`src/sv/hbi_pkg.sv`:
```
`timescale 1ns / 1ps
// shared types and constants for the hermite tension/bias interpolator
// no dependencies

package hbi_pkg;

    localparam int CFG_BITS          = 16;
    localparam int CFG_INDEX_BITS    = 1;
    localparam int Q14_ONE           = 16384;
    localparam int WEIGHT_BITS       = 18;
    localparam int WEIGHT_FRAC       = 16;
    localparam int TAN_FRAC_BASE     = 59;
    localparam int SAMPLE_BITS_DEF   = 16;
    localparam int POSITION_BITS_DEF = 16;

    typedef enum logic [CFG_INDEX_BITS-1:0] {
        CFG_TENSION = 1'b0,
        CFG_BIAS    = 1'b1
    } t_cfg_idx;

    // tangent weights, unsigned q16
    typedef struct packed {
        logic [WEIGHT_BITS-1:0] ka;
        logic [WEIGHT_BITS-1:0] kb;
    } t_weights;

    // fraction bits kept in the tangents
    function automatic int tan_frac(input int sample_bits, input int position_bits);
        int raw;
        raw = TAN_FRAC_BASE - sample_bits - position_bits;
        return (raw < WEIGHT_FRAC) ? raw : WEIGHT_FRAC;
    endfunction

endpackage

```
`src/sv/hbi_weights.sv`:
```
`timescale 1ns / 1ps
// tension/bias configuration registers and registered tangent weights
// depends on hbi_pkg

module hbi_weights (
    input  logic                               i_clk,
    input  logic                               i_rst_n,
    input  logic                               i_cfg_valid,
    input  logic [hbi_pkg::CFG_INDEX_BITS-1:0] i_cfg_index,
    input  logic [hbi_pkg::CFG_BITS-1:0]       i_cfg_data,
    output logic                               o_cfg_ready,
    output hbi_pkg::t_weights                  o_weights
);
    import hbi_pkg::*;

    localparam logic signed [CFG_BITS-1:0] Q14_POS = CFG_BITS'(Q14_ONE);
    localparam logic signed [CFG_BITS-1:0] Q14_NEG = -Q14_POS;
    localparam logic signed [CFG_BITS:0]   ONE_W   = (CFG_BITS+1)'(Q14_ONE);
    localparam logic [2*CFG_BITS-1:0]      K_RND   = (2*CFG_BITS)'(4096);
    localparam int                         K_SHIFT = 13;

    logic signed [CFG_BITS-1:0] r_tension, r_bias;
    logic signed [CFG_BITS-1:0] c_tension, c_bias;
    logic signed [CFG_BITS:0]   one_t_w, one_pb_w, one_mb_w;
    logic [2*CFG_BITS-1:0]      prod_a, prod_b;
    t_weights                   r_weights, n_weights;

    function automatic logic signed [CFG_BITS-1:0] clamp_q14(
        input logic signed [CFG_BITS-1:0] v
    );
        logic signed [CFG_BITS-1:0] res;
        res = v;
        if (v > Q14_POS) res = Q14_POS;
        if (v < Q14_NEG) res = Q14_NEG;
        return res;
    endfunction

    assign o_cfg_ready = i_rst_n;

    always_ff @(posedge i_clk) begin
        if (!i_rst_n) begin
            r_tension <= '0;
            r_bias    <= '0;
        end else if (i_cfg_valid && o_cfg_ready) begin
            unique case (t_cfg_idx'(i_cfg_index))
                CFG_TENSION: r_tension <= i_cfg_data;
                CFG_BIAS:    r_bias    <= i_cfg_data;
            endcase
        end
    end

    always_comb begin
        c_tension = clamp_q14(r_tension);
        c_bias    = clamp_q14(r_bias);
        one_t_w   = ONE_W - {c_tension[CFG_BITS-1], c_tension};
        one_pb_w  = ONE_W + {c_bias[CFG_BITS-1], c_bias};
        one_mb_w  = ONE_W - {c_bias[CFG_BITS-1], c_bias};
        prod_a    = one_pb_w[CFG_BITS-1:0] * one_t_w[CFG_BITS-1:0];
        prod_b    = one_mb_w[CFG_BITS-1:0] * one_t_w[CFG_BITS-1:0];
        n_weights.ka = WEIGHT_BITS'((prod_a + K_RND) >> K_SHIFT);
        n_weights.kb = WEIGHT_BITS'((prod_b + K_RND) >> K_SHIFT);
    end

    always_ff @(posedge i_clk) begin
        r_weights <= n_weights;
    end

    assign o_weights = r_weights;

endmodule

```
`config.mk`:
```
export PLATFORM = sky130hd
export DESIGN_NAME = hbi_weights
export DESIGN_NICKNAME = d
export VERILOG_FILES = /design/src/sv/hbi_pkg.sv /design/src/sv/hbi_weights.sv
export SDC_FILE = /design/constraint.sdc
export NUM_CORES = 1
export LEC_CHECK = 0
export ABC_AREA = 1
export BUFFER_PORTS_ARGS = -buffer_cell sky130_fd_sc_hd__buf_2
export CORE_MARGIN = 5
export CORE_UTILIZATION = 60
export CTS_BUF_LIST = sky130_fd_sc_hd__clkbuf_8
export CTS_CLUSTER_DIAMETER = 60
export DETAILED_ROUTE_END_ITERATION = 6
export GPL_ROUTABILITY_DRIVEN = 0
export MAX_ROUTING_LAYER = met4
export PLACE_DENSITY = 0.81
export SLEW_MARGIN = 20
export SYNTH_ARGS = -nofsm -noshare
export SYNTH_HDL_FRONTEND = slang
export SYNTH_SLANG_ARGS = --single-unit
```
`constraint.sdc`:
```
create_clock -name i_clk -period 12.7 [get_ports i_clk]
set_clock_uncertainty 0.2 [all_clocks]
set_input_delay 1.905 -clock i_clk [delete_from_list [all_inputs] [get_ports i_clk]]
set_output_delay 1.905 -clock i_clk [all_outputs]
set_load 0.05 [all_outputs]
```
==> run summary <==
The run finished with clean final reports. The number of stages on the worst hold path came out at 2. The number of core rows came out at 67. Of the cells placed in the final design, the portion with a size suffix greater than 1 is 5.81%. The post-detailed-route count of antenna-violating nets came out at 0. The final count of pins violating max slew came out at 0. After technology mapping, the gate count stands at 2595.

Setup repair after global routing left no endpoint under its margin. Dividing the detail-routed wire length by the instance count gives 17.9 um. The global-route wire length before repair is 88900 um.

The area of the core is 33300 um^2. By startpoint and endpoint, the worst setup path is classified as reg2reg. The cell type contributing the most total cell area after synthesis is sky130_fd_sc_hd__fa_1.

The number of library cell types mapped by synthesis is 50. Relative to the synthesized area, the layout overhead comes to 3.69%. The final-report hold violation count is 0.

The number of antenna repair diodes came out at 0. The average footprint of a synthesized cell came out at 7.72 um^2. The die width came out at 193 um.

The routed design could run at a clock period as short as 9.03 ns. The most numerous cell type found on the critical path is sky130_fd_sc_hd__nand2_1. In this run the post-CTS setup repair buffer count came out at 0.

The maximum number of buffers from clock root to sink came out at 2. The proportion of netlist area held by the largest area contributor came out at 38.6%. The post-placement worst setup slack came out at 4.12 ns.

The startpoint identified for the worst register-to-register timing path is r_tension[4]. The buffer cell driving the clock tree root is sky130_fd_sc_hd__clkbuf_8. The worst hold path terminates at r_bias[10].

Setup slack on the worst reg-to-reg path comes out at 3.67 ns. In this run the critical register-to-register path is captured at o_weights[15]. The critical path required time came out at 12.82 ns.

In this run the most critical hold path is launched from r_bias[10]. The H-tree generated during clock tree synthesis spans 3 levels. For this configuration, the core starts out at a cell density of 60.2%. The number of antenna violations at the first check in global routing came out at 0. In this design, the stage delay of the slowest critical-path cell is 0.79 ns. The type of the tightest min-delay check is reg2reg. The total congestion overflow after global routing is 0.

The die is 193 um tall. Buffers placed on the I/O ports in this run total 56. The share of the yosys chip area belonging to registers is 6.79%.

After clock tree synthesis, the clock-pin slew on the worst setup and hold paths is 0.09 ns. The number of vias after detailed routing is 17600. The net count reported at finish is 3219.

In the global route stage, overall resource usage came out at 31.4%. The final routed wirelength across all metal layers is 54400 um. The highest attainable clock frequency came out at 0.111 GHz. The count of hold-fix buffers inserted at cts came out at 0. The flop and latch count out of synthesis came out at 68. Gates resized during post-CTS repair numbered 0. By area the synthesized netlist is led by sky130_fd_sc_hd__fa_1 39%, sky130_fd_sc_hd__ha_1 14%, sky130_fd_sc_hd__inv_1 11%, sky130_fd_sc_hd__nand2_1 11%, sky130_fd_sc_hd__dfxtp_1 6.8%. The Yosys step of the flow raised 0 warnings. The critical path's slowest cell is sky130_fd_sc_hd__clkinv_1. 57 I/O pins were placed. The worst register-to-register path has a depth of 31.

The floorplan die area came out at 37200 um^2. The critical path arrival came out at 9.15 ns. The number of optimization iterations in the first detailed-route pass is 7. The post-detailed-route via-to-cell ratio came out at 5.77.

The source-to-sink clock delay at the later pin of the worst-skew pair came out at 0.39 ns. In this run, the number of DRC markers left after iteration 0 of detailed routing was 2023. The total clock sinks came out at 68.

The via count of the first global-routing pass is 18200. Dividing the final minimum period by the clock period gives 71.1%. For this run, design rule violations remaining after detail routing come to 0. When the netlist entered floorplanning its net count stood at 3219. In this run the tightest slew margin relative to its limit is 22.8%. After filler insertion, the fill cell instance count of the layout stands at 2832. The worst setup path is captured at a flop. STA classifies the critical path startpoint as a flop. The count of endpoints failing setup in the final report came out at 0. The actual slew at the worst max-slew pin came out at 1.16 ns.

Entering global routing, the biggest net connects 33 pins. Across the run, the number of max-cap violations was 0. After layout, the worst setup slack is 3.67 ns. Once detailed placement completed, the half-perimeter wirelength came to 43800 um. In the final timing run, aggregate negative setup slack is 0 ns. The top fanout value on the critical path is 25. The total CTS buffers is 9.

TritonCTS built the clock tree. The total standard cell area after synthesis is 20000 um^2.
==> worst max-delay path: cells and delay by family (launching register included) <==
family                     cells  cell delay, ns
AOI/OAI and AO/OA              1            0.45
xor gates and xnor gates       1            0.15
adders and majority gates      8            3.67
buffers and inverters          5            1.04
DFF                            1            0.35
and+or+nand+nor               16            3.10
==> cells in the final DEF, fill, tap and decap left out, types with 4 or more instances in the layout <==
cell,n
sky130_fd_sc_hd__fa_1,386
sky130_fd_sc_hd__inv_1,590
sky130_fd_sc_hd__nor2_2,4
sky130_fd_sc_hd__nand3_2,6
sky130_fd_sc_hd__o211ai_1,5
sky130_fd_sc_hd__clkinv_1,5
sky130_fd_sc_hd__clkbuf_8,9
sky130_fd_sc_hd__o21a_1,8
sky130_fd_sc_hd__xor2_1,21
sky130_fd_sc_hd__nand2_2,18
sky130_fd_sc_hd__nand2_1,563
sky130_fd_sc_hd__inv_2,21
sky130_fd_sc_hd__o31ai_1,21
sky130_fd_sc_hd__nor2_4,6
sky130_fd_sc_hd__ha_1,218
sky130_fd_sc_hd__buf_4,5
sky130_fd_sc_hd__dfxtp_1,68
sky130_fd_sc_hd__xnor2_1,6
sky130_fd_sc_hd__buf_2,56
sky130_fd_sc_hd__nor3_1,15
sky130_fd_sc_hd__nor2_1,338
sky130_fd_sc_hd__a21oi_1,61
sky130_fd_sc_hd__nand3_1,55
sky130_fd_sc_hd__o21ai_0,45
sky130_fd_sc_hd__a31oi_1,5
sky130_fd_sc_hd__nand4_1,17
==> cells in the mapped netlist (all sizes together) <==
cell type	n
or2	4
o31ai	21
and3	1
clkinv	5
a221oi	1
inv	611
o211ai	6
nand3	62
o21bai	3
nor3	18
clkbuf	33
ha	218
xnor2	6
a21o	3
o21ai	51
a21boi	1
nor2	349
a21oi	61
buf	39
fa	386
nand4	17
a311oi	1
o221a	1
nor4	2
dfxtp	68
a211oi	3
o21a	8
nand2	583
xor2	25
a2111oi	2
a31oi	5
o221ai	1
==> how the worst max path moves through the flow <==
stage,to,slack [ns],startpoint
2_1_floorplan,o_weights[33],5.55,r_tension[9]
3_3_place_gp,o_weights[15],4.28,r_tension[14]
3_5_place_dp,o_weights[15],4.12,r_tension[4]
4_1_cts,o_weights[15],4.02,r_tension[4]
5_1_grt,o_weights[15],3.18,r_tension[4]
6_report,o_weights[15],3.67,r_tension[4]
==> logic make-up after synthesis <==
logic type,count (synthesis),synth area share [%]
simple gates,1036,21.1
xor+xnor,31,1.56
buf+inv,688,13.4
flops,68,6.79
fa+ha+maj,604,52.2
compound gates,168,4.99
==> state kept, by name, indices dropped and copies added (netlist names) <==
register	flops
o_weights	36
r_bias	16
r_tension	16
==> layout make-up <==
| type | count | area (um^2) | area share, % |
|---|---|---|---|
| Timing Repair Buffer | 61 | 318 | 1.53 |
| Sequential cell | 68 | 1360 | 6.55 |
| Tap cell | 448 | 561 | 2.70 |
| Clock buffer | 9 | 124 | 0.596 |
| Clock inverter | 7 | 98.8 | 0.476 |
| Inverter | 616 | 2310 | 11.1 |
| Multi-Input combinational cell | 1839 | 16000 | 77.0 |
==> stage by stage <==
stage,hold WS [ns],cell area (um^2),utilization (%),std cells
after floorplan,0.261,20000,-,2595
after global placement,0.280,20600,61.8,3032
after detailed placement,0.285,20600,61.8,3032
after CTS,0.297,20800,62.4,3048
after global routing,0.332,20800,62.4,3048
final,0.297,20800,62.4,3048
==> metal layers <==
layer	part of all wire, %	up-vias	track usage (%)
li1	-	7696	-
met1	36	8480	38.3
met2	46	1119	48.9
met3	12	305	7.40
met4	6.6	0	15.9
met5	0	-	-
Power is left out: the tool's default activity adds up to more than one toggle a clock period on the data nets, which glitch-free logic cannot reach.
