### src/sv/hbi_pkg.sv
`timescale 1ns / 1ps
// shared types and constants for the hermite tension/bias interpolator
// no dependencies

package hbi_pkg;

    localparam int CFG_BITS          = 16;
    localparam int CFG_INDEX_BITS    = 1;
    localparam int Q14_ONE           = 16384;
    localparam int WEIGHT_BITS       = 18;
    localparam int WEIGHT_FRAC       = 16;
    localparam int TAN_FRAC_BASE     = 59;
    localparam int SAMPLE_BITS_DEF   = 16;
    localparam int POSITION_BITS_DEF = 16;

    typedef enum logic [CFG_INDEX_BITS-1:0] {
        CFG_TENSION = 1'b0,
        CFG_BIAS    = 1'b1
    } t_cfg_idx;

    // tangent weights, unsigned q16
    typedef struct packed {
        logic [WEIGHT_BITS-1:0] ka;
        logic [WEIGHT_BITS-1:0] kb;
    } t_weights;

    // fraction bits kept in the tangents
    function automatic int tan_frac(input int sample_bits, input int position_bits);
        int raw;
        raw = TAN_FRAC_BASE - sample_bits - position_bits;
        return (raw < WEIGHT_FRAC) ? raw : WEIGHT_FRAC;
    endfunction

endpackage

### src/sv/hbi_front.sv
`timescale 1ns / 1ps
// front pipeline: tangents from the sample differences and the hermite basis
// coefficients from the position; three register stages, depends on hbi_pkg

module hbi_front #(
    parameter  int SAMPLE_BITS   = hbi_pkg::SAMPLE_BITS_DEF,
    parameter  int POSITION_BITS = hbi_pkg::POSITION_BITS_DEF,
    localparam int TAN_FRAC      = hbi_pkg::tan_frac(SAMPLE_BITS, POSITION_BITS),
    localparam int M_BITS        = SAMPLE_BITS + TAN_FRAC + 4,
    localparam int A_BITS        = POSITION_BITS + 3
) (
    input  logic                            i_clk,
    input  logic                            i_rst_n,
    input  logic                            i_valid,
    input  logic signed [SAMPLE_BITS-1:0]   i_y0,
    input  logic signed [SAMPLE_BITS-1:0]   i_y1,
    input  logic signed [SAMPLE_BITS-1:0]   i_y2,
    input  logic signed [SAMPLE_BITS-1:0]   i_y3,
    input  logic [POSITION_BITS-1:0]        i_mu,
    input  hbi_pkg::t_weights               i_weights,
    output logic                            o_valid,
    output logic signed [SAMPLE_BITS-1:0]   o_y1,
    output logic signed [SAMPLE_BITS-1:0]   o_y2,
    output logic signed [M_BITS-1:0]        o_m0,
    output logic signed [M_BITS-1:0]        o_m1,
    output logic signed [A_BITS-1:0]        o_a0,
    output logic signed [A_BITS-1:0]        o_a1,
    output logic signed [A_BITS-1:0]        o_a2,
    output logic signed [A_BITS-1:0]        o_a3
);
    import hbi_pkg::*;

    localparam int S         = SAMPLE_BITS;
    localparam int P         = POSITION_BITS;
    localparam int PROD_BITS = S + WEIGHT_BITS + 2;
    localparam int RAW_BITS  = PROD_BITS + 1;
    localparam int TAN_SHIFT = WEIGHT_FRAC - TAN_FRAC;
    localparam logic signed [RAW_BITS-1:0] TAN_HALF = (RAW_BITS'(1) << TAN_SHIFT) >> 1;
    localparam logic [2*P:0]               POS_HALF = (2*P+1)'(1) << (P - 1);
    localparam logic signed [A_BITS-1:0]   A_ONE    = A_BITS'(1) << P;

    // stage 1: differences times weights, mu squared
    logic signed [S:0]             d0, d1, d2;
    logic signed [WEIGHT_BITS:0]   ka_s, kb_s;
    logic                          r_v1;
    logic signed [PROD_BITS-1:0]   r_p0a, r_p1b, r_p1a, r_p2b;
    logic [2*P-1:0]                r_sq;
    logic [P-1:0]                  r_mu1;
    logic signed [S-1:0]           r_y1_1, r_y2_1;

    assign d0   = {i_y1[S-1], i_y1} - {i_y0[S-1], i_y0};
    assign d1   = {i_y2[S-1], i_y2} - {i_y1[S-1], i_y1};
    assign d2   = {i_y3[S-1], i_y3} - {i_y2[S-1], i_y2};
    assign ka_s = {1'b0, i_weights.ka};
    assign kb_s = {1'b0, i_weights.kb};

    always_ff @(posedge i_clk) begin
        if (!i_rst_n) begin
            r_v1 <= 1'b0;
        end else begin
            r_v1 <= i_valid;
        end
    end

    always_ff @(posedge i_clk) begin
        r_p0a  <= d0 * ka_s;
        r_p1b  <= d1 * kb_s;
        r_p1a  <= d1 * ka_s;
        r_p2b  <= d2 * kb_s;
        r_sq   <= i_mu * i_mu;
        r_mu1  <= i_mu;
        r_y1_1 <= i_y1;
        r_y2_1 <= i_y2;
    end

    // stage 2: round tangents, round mu^2, mu^2 * mu
    logic signed [RAW_BITS-1:0] raw0, raw1;
    logic [2*P:0]               sq_rnd;
    logic [P-1:0]               mu2;
    logic                       r_v2;
    logic signed [M_BITS-1:0]   r_m0_2, r_m1_2;
    logic [2*P-1:0]             r_cube;
    logic [P-1:0]               r_mu2_2, r_mu_2;
    logic signed [S-1:0]        r_y1_2, r_y2_2;

    assign raw0   = RAW_BITS'(r_p0a) + RAW_BITS'(r_p1b) + TAN_HALF;
    assign raw1   = RAW_BITS'(r_p1a) + RAW_BITS'(r_p2b) + TAN_HALF;
    assign sq_rnd = {1'b0, r_sq} + POS_HALF;
    assign mu2    = sq_rnd[P +: P];

    always_ff @(posedge i_clk) begin
        if (!i_rst_n) begin
            r_v2 <= 1'b0;
        end else begin
            r_v2 <= r_v1;
        end
    end

    always_ff @(posedge i_clk) begin
        r_m0_2  <= M_BITS'(raw0 >>> TAN_SHIFT);
        r_m1_2  <= M_BITS'(raw1 >>> TAN_SHIFT);
        r_cube  <= mu2 * r_mu1;
        r_mu2_2 <= mu2;
        r_mu_2  <= r_mu1;
        r_y1_2  <= r_y1_1;
        r_y2_2  <= r_y2_1;
    end

    // stage 3: round mu^3, basis coefficients
    logic [2*P:0]               cube_rnd;
    logic signed [A_BITS-1:0]   s1, s2, s3;
    logic                       r_v3;
    logic signed [A_BITS-1:0]   r_a0, r_a1, r_a2, r_a3;
    logic signed [M_BITS-1:0]   r_m0_3, r_m1_3;
    logic signed [S-1:0]        r_y1_3, r_y2_3;

    assign cube_rnd = {1'b0, r_cube} + POS_HALF;
    assign s1       = {3'b000, r_mu_2};
    assign s2       = {3'b000, r_mu2_2};
    assign s3       = {3'b000, cube_rnd[P +: P]};

    always_ff @(posedge i_clk) begin
        if (!i_rst_n) begin
            r_v3 <= 1'b0;
        end else begin
            r_v3 <= r_v2;
        end
    end

    always_ff @(posedge i_clk) begin
        r_a0   <= (s3 <<< 1) - s2 - (s2 <<< 1) + A_ONE;
        r_a1   <= s3 - (s2 <<< 1) + s1;
        r_a2   <= s3 - s2;
        r_a3   <= s2 + (s2 <<< 1) - (s3 <<< 1);
        r_m0_3 <= r_m0_2;
        r_m1_3 <= r_m1_2;
        r_y1_3 <= r_y1_2;
        r_y2_3 <= r_y2_2;
    end

    assign o_valid = r_v3;
    assign o_y1    = r_y1_3;
    assign o_y2    = r_y2_3;
    assign o_m0    = r_m0_3;
    assign o_m1    = r_m1_3;
    assign o_a0    = r_a0;
    assign o_a1    = r_a1;
    assign o_a2    = r_a2;
    assign o_a3    = r_a3;

endmodule

### config.mk
export PLATFORM = sky130hd
export DESIGN_NAME = hbi_front
export DESIGN_NICKNAME = d
export VERILOG_FILES = /design/src/sv/hbi_pkg.sv /design/src/sv/hbi_front.sv
export SDC_FILE = /design/constraint.sdc
export NUM_CORES = 2
export LEC_CHECK = 0
export ABC_AREA = 1
export BUFFER_PORTS_ARGS = -buffer_cell sky130_fd_sc_hd__buf_2
export CORE_MARGIN = 2
export CORE_UTILIZATION = 40
export CTS_CLUSTER_SIZE = 12
export DETAILED_ROUTE_END_ITERATION = 7
export PLACE_DENSITY = 0.66
export SKIP_LAST_GASP = 1
export SLEW_MARGIN = 15
export SYNTH_ARGS = -nofsm -noshare
export SYNTH_HDL_FRONTEND = slang
export SYNTH_SLANG_ARGS = --single-unit
### constraint.sdc
create_clock -name i_clk -period 9.2 [get_ports i_clk]
set_clock_uncertainty 0.2 [all_clocks]
set_input_delay 0.92 -clock i_clk [delete_from_list [all_inputs] [get_ports i_clk]]
set_output_delay 0.92 -clock i_clk [all_outputs]
set_load 0.05 [all_outputs]
==> flow_summary.ini <==
[setup_path]
cp_slowest_stage_delay_ps = 540
crit_top_cell = nand2_1
worstPathArrival_ps = 8420
crit_type = input port to flop
slowest_stage = fa_1
path_max_fanout = 19
crit_required_ps = 9570
critPathCaptureType = flop
start_kind = input port

[grt]
grt_pass1_vias = 69400
grt_pass1_wl_mm = 395
overflow = 0
grt_usage_pct = 24.1
antenna_found_initial = 30
grt_max_degree = 37

[layout]
drive_gt1_share_pct = 5.52
final_util_pct = 43.1
syn_to_final_growth_pct = 7.27
fill_cells = 21000
nets = 13000

[job]
maxCapViolCount = 0

[routing]
drt_wl_total_mm = 253
drt-pass1-iter-count = 6
drc = 0
dr_wl_met3_mm = 20.2
met2_wirelength_mm = 115
wire_per_inst_um = 18.9
drt_iter0_markers = 5478
routed.top_layer = met5
vias = 68200
antenna_left = 0
viasPerCell = 5.11
route.layer.met1.wl_mm = 103

[floorplan]
start_util_pct = 40.2
row_count = 167
core_area_um2 = 207000
io_pins = 300
die-area_um2 = 211000
fp.dieH_um = 459
die_w_um = 459

[placed_design]
place_hpwl_mm = 207
port_buffers = 299
gp_congestion = 0.957

[timing]
period_share_pct = 87.5
worst_slew_pin_slew_ps = 1060
rsz0062_at_grt = no
finalHoldViolations = 0
slew_violations = 0
timing.fmax_mhz = 124
setup_viol = 0
relSlewSlack_pct = 28.9
hold_slack_ps = 98.7
layout_min_cycle_time_ps = 8050
tns_ps = 0

[synthesis]
synth.largest_area_cell = fa_1
ys_seq_area_share_pct = 13.1
synth_top_area_share_pct = 32.3
syn_avg_cell_area_um2 = 7.94
ys_ff_latch = 542
synth_cell_types = 59
synth_cells = 10500
yosysWarningCount = 0
syn_area_um2 = 83000
synth_edf_count = 0
synth-async-reset-ratio_pct = 0
synth_ff_type = dfxtp_1
synth_nets = 12900
synthTopCellsByArea = fa_1, ha_1, dfxtp_1, inv_1, nand2_1

[clock_network]
cts_num_sinks = 542
cts_buffers = 61
cts_hold_buf = 0
clockBufferDepth = 3
clk_pin_slew_ps = 70
h-tree-depth = 2
clk-insertion-delay-late_ps = 740
clock-root-buffer = clkbuf_16
cts_tree = built
postCtsSetupBuffers = 0
cts_resized = 0

[status]
outcome = finished, final reports clean

[worst_hold_path]
min-delay-path-class = flop to flop
[worst max-delay path, delay by kind of cell]
family                   cells  cell delay, ps
buffers and inverters       11            1520
XOR/XNOR                     1             220
AO/OA/AOI/OAI                3             620
AND/OR/NAND/NOR             11            1100
adder cells (fa/ha/maj)      9            3990
[metal layers]
layer,track usage [%],vias to the layer above
li1,-,31900
met1,31.1,32800
met2,39.1,2816
met3,3.87,690
met4,12.1,18
met5,0.321,-
[cell type report]
type / count / area, um2 / area share [%]
flip-flops and latches: 542 / 10900 / 12.2
diodes: 9 / 22.5 / 0.0253
repair buffers: 359 / 1960 / 2.20
multi-input cells: 7158 / 61500 / 69.1
inverters: 2474 / 9290 / 10.4
well taps: 2704 / 3380 / 3.80
clock buffers: 75 / 1680 / 1.89
clock inverters: 24 / 299 / 0.336
[cell usage after synthesis (all sizes together) (3+ instances only)]
| cell type | n |
|---|---|
| o21bai | 63 |
| nand3 | 553 |
| nand3b | 23 |
| xnor2 | 85 |
| o211ai | 8 |
| nor4 | 14 |
| clkinv | 11 |
| nor3 | 78 |
| nand4 | 66 |
| a31o | 4 |
| nand2 | 1913 |
| a21oi | 443 |
| and3 | 3 |
| clkbuf | 183 |
| and2 | 8 |
| ha | 951 |
| a21boi | 39 |
| nor2 | 1001 |
| a31oi | 25 |
| inv | 2463 |
| o21a | 15 |
| o21ai | 244 |
| buf | 99 |
| dfxtp | 542 |
| or2 | 31 |
| fa | 1339 |
| a211oi | 7 |
| o31ai | 3 |
| xor2 | 175 |
| a21o | 62 |
[sequential cells by signal, summed over array words and instances (netlist names), 17 cells and up]
signal / cells
o_a0: 19
o_a1: 19
o_a2: 17
o_a3: 18
o_m0: 36
o_m1: 36
r_cube: 17
r_m0_2: 36
r_m1_2: 36
r_p0a: 36
r_p1a: 36
r_p1b: 36
r_p2b: 36
r_sq: 17
[cells in the final DEF (no fill, tap or decap), types with 12 or more instances in the layout]
cell type / n
o21a_1: 15
nor2_1: 998
o21ai_2: 12
xor2_1: 172
nor3_1: 77
a31oi_1: 25
o21ai_0: 222
inv_2: 22
or2_1: 15
or2_2: 15
xnor2_1: 85
nand2_2: 39
buf_2: 299
nand3_1: 544
a21boi_0: 35
nand4_1: 66
fa_1: 1339
nor4_1: 13
o21bai_1: 63
nand3b_1: 17
a21o_1: 62
nand2_1: 1871
clkbuf_16: 61
ha_1: 951
buf_4: 59
dfxtp_1: 542
a21oi_1: 436
inv_1: 2441
[final timing paths]
check,startpoint,to,slack (ps),depth (start not counted)
worst max-delay path,i_y2[0],r_p1b[21]$_DFF_P_,1150,35
worst min-delay path,r_y2_2[5]$_DFF_P_,o_y2[5]$_DFF_P_,100,0
worst max register to register,r_sq[15]$_DFF_P_,r_cube[24]$_DFF_P_,2040,29
worst min register to register,r_y2_2[5]$_DFF_P_,o_y2[5]$_DFF_P_,100,0
[through the flow]
step	worst slack (ps)	instances	cell area, um2
after floorplan	1960	10500	83000
after global placement	551	13200	87000
after detailed placement	506	13200	87000
after CTS	1260	13300	89000
after global routing	743	13300	89000
final	1150	13300	89000
[kinds of logic after synthesis]
| group | synth area share (%) |
|---|---|
| and+or+nand+nor | 18.4 |
| AOI/OAI and AO/OA | 6.32 |
| xor gates and xnor gates | 2.76 |
| DFF | 13.1 |
| buffers and inverters | 12.8 |
| adders and majority gates | 46.6 |
Power is left out: the tool's default activity adds up to more than one toggle a clock period on the data nets, which glitch-free logic cannot reach.
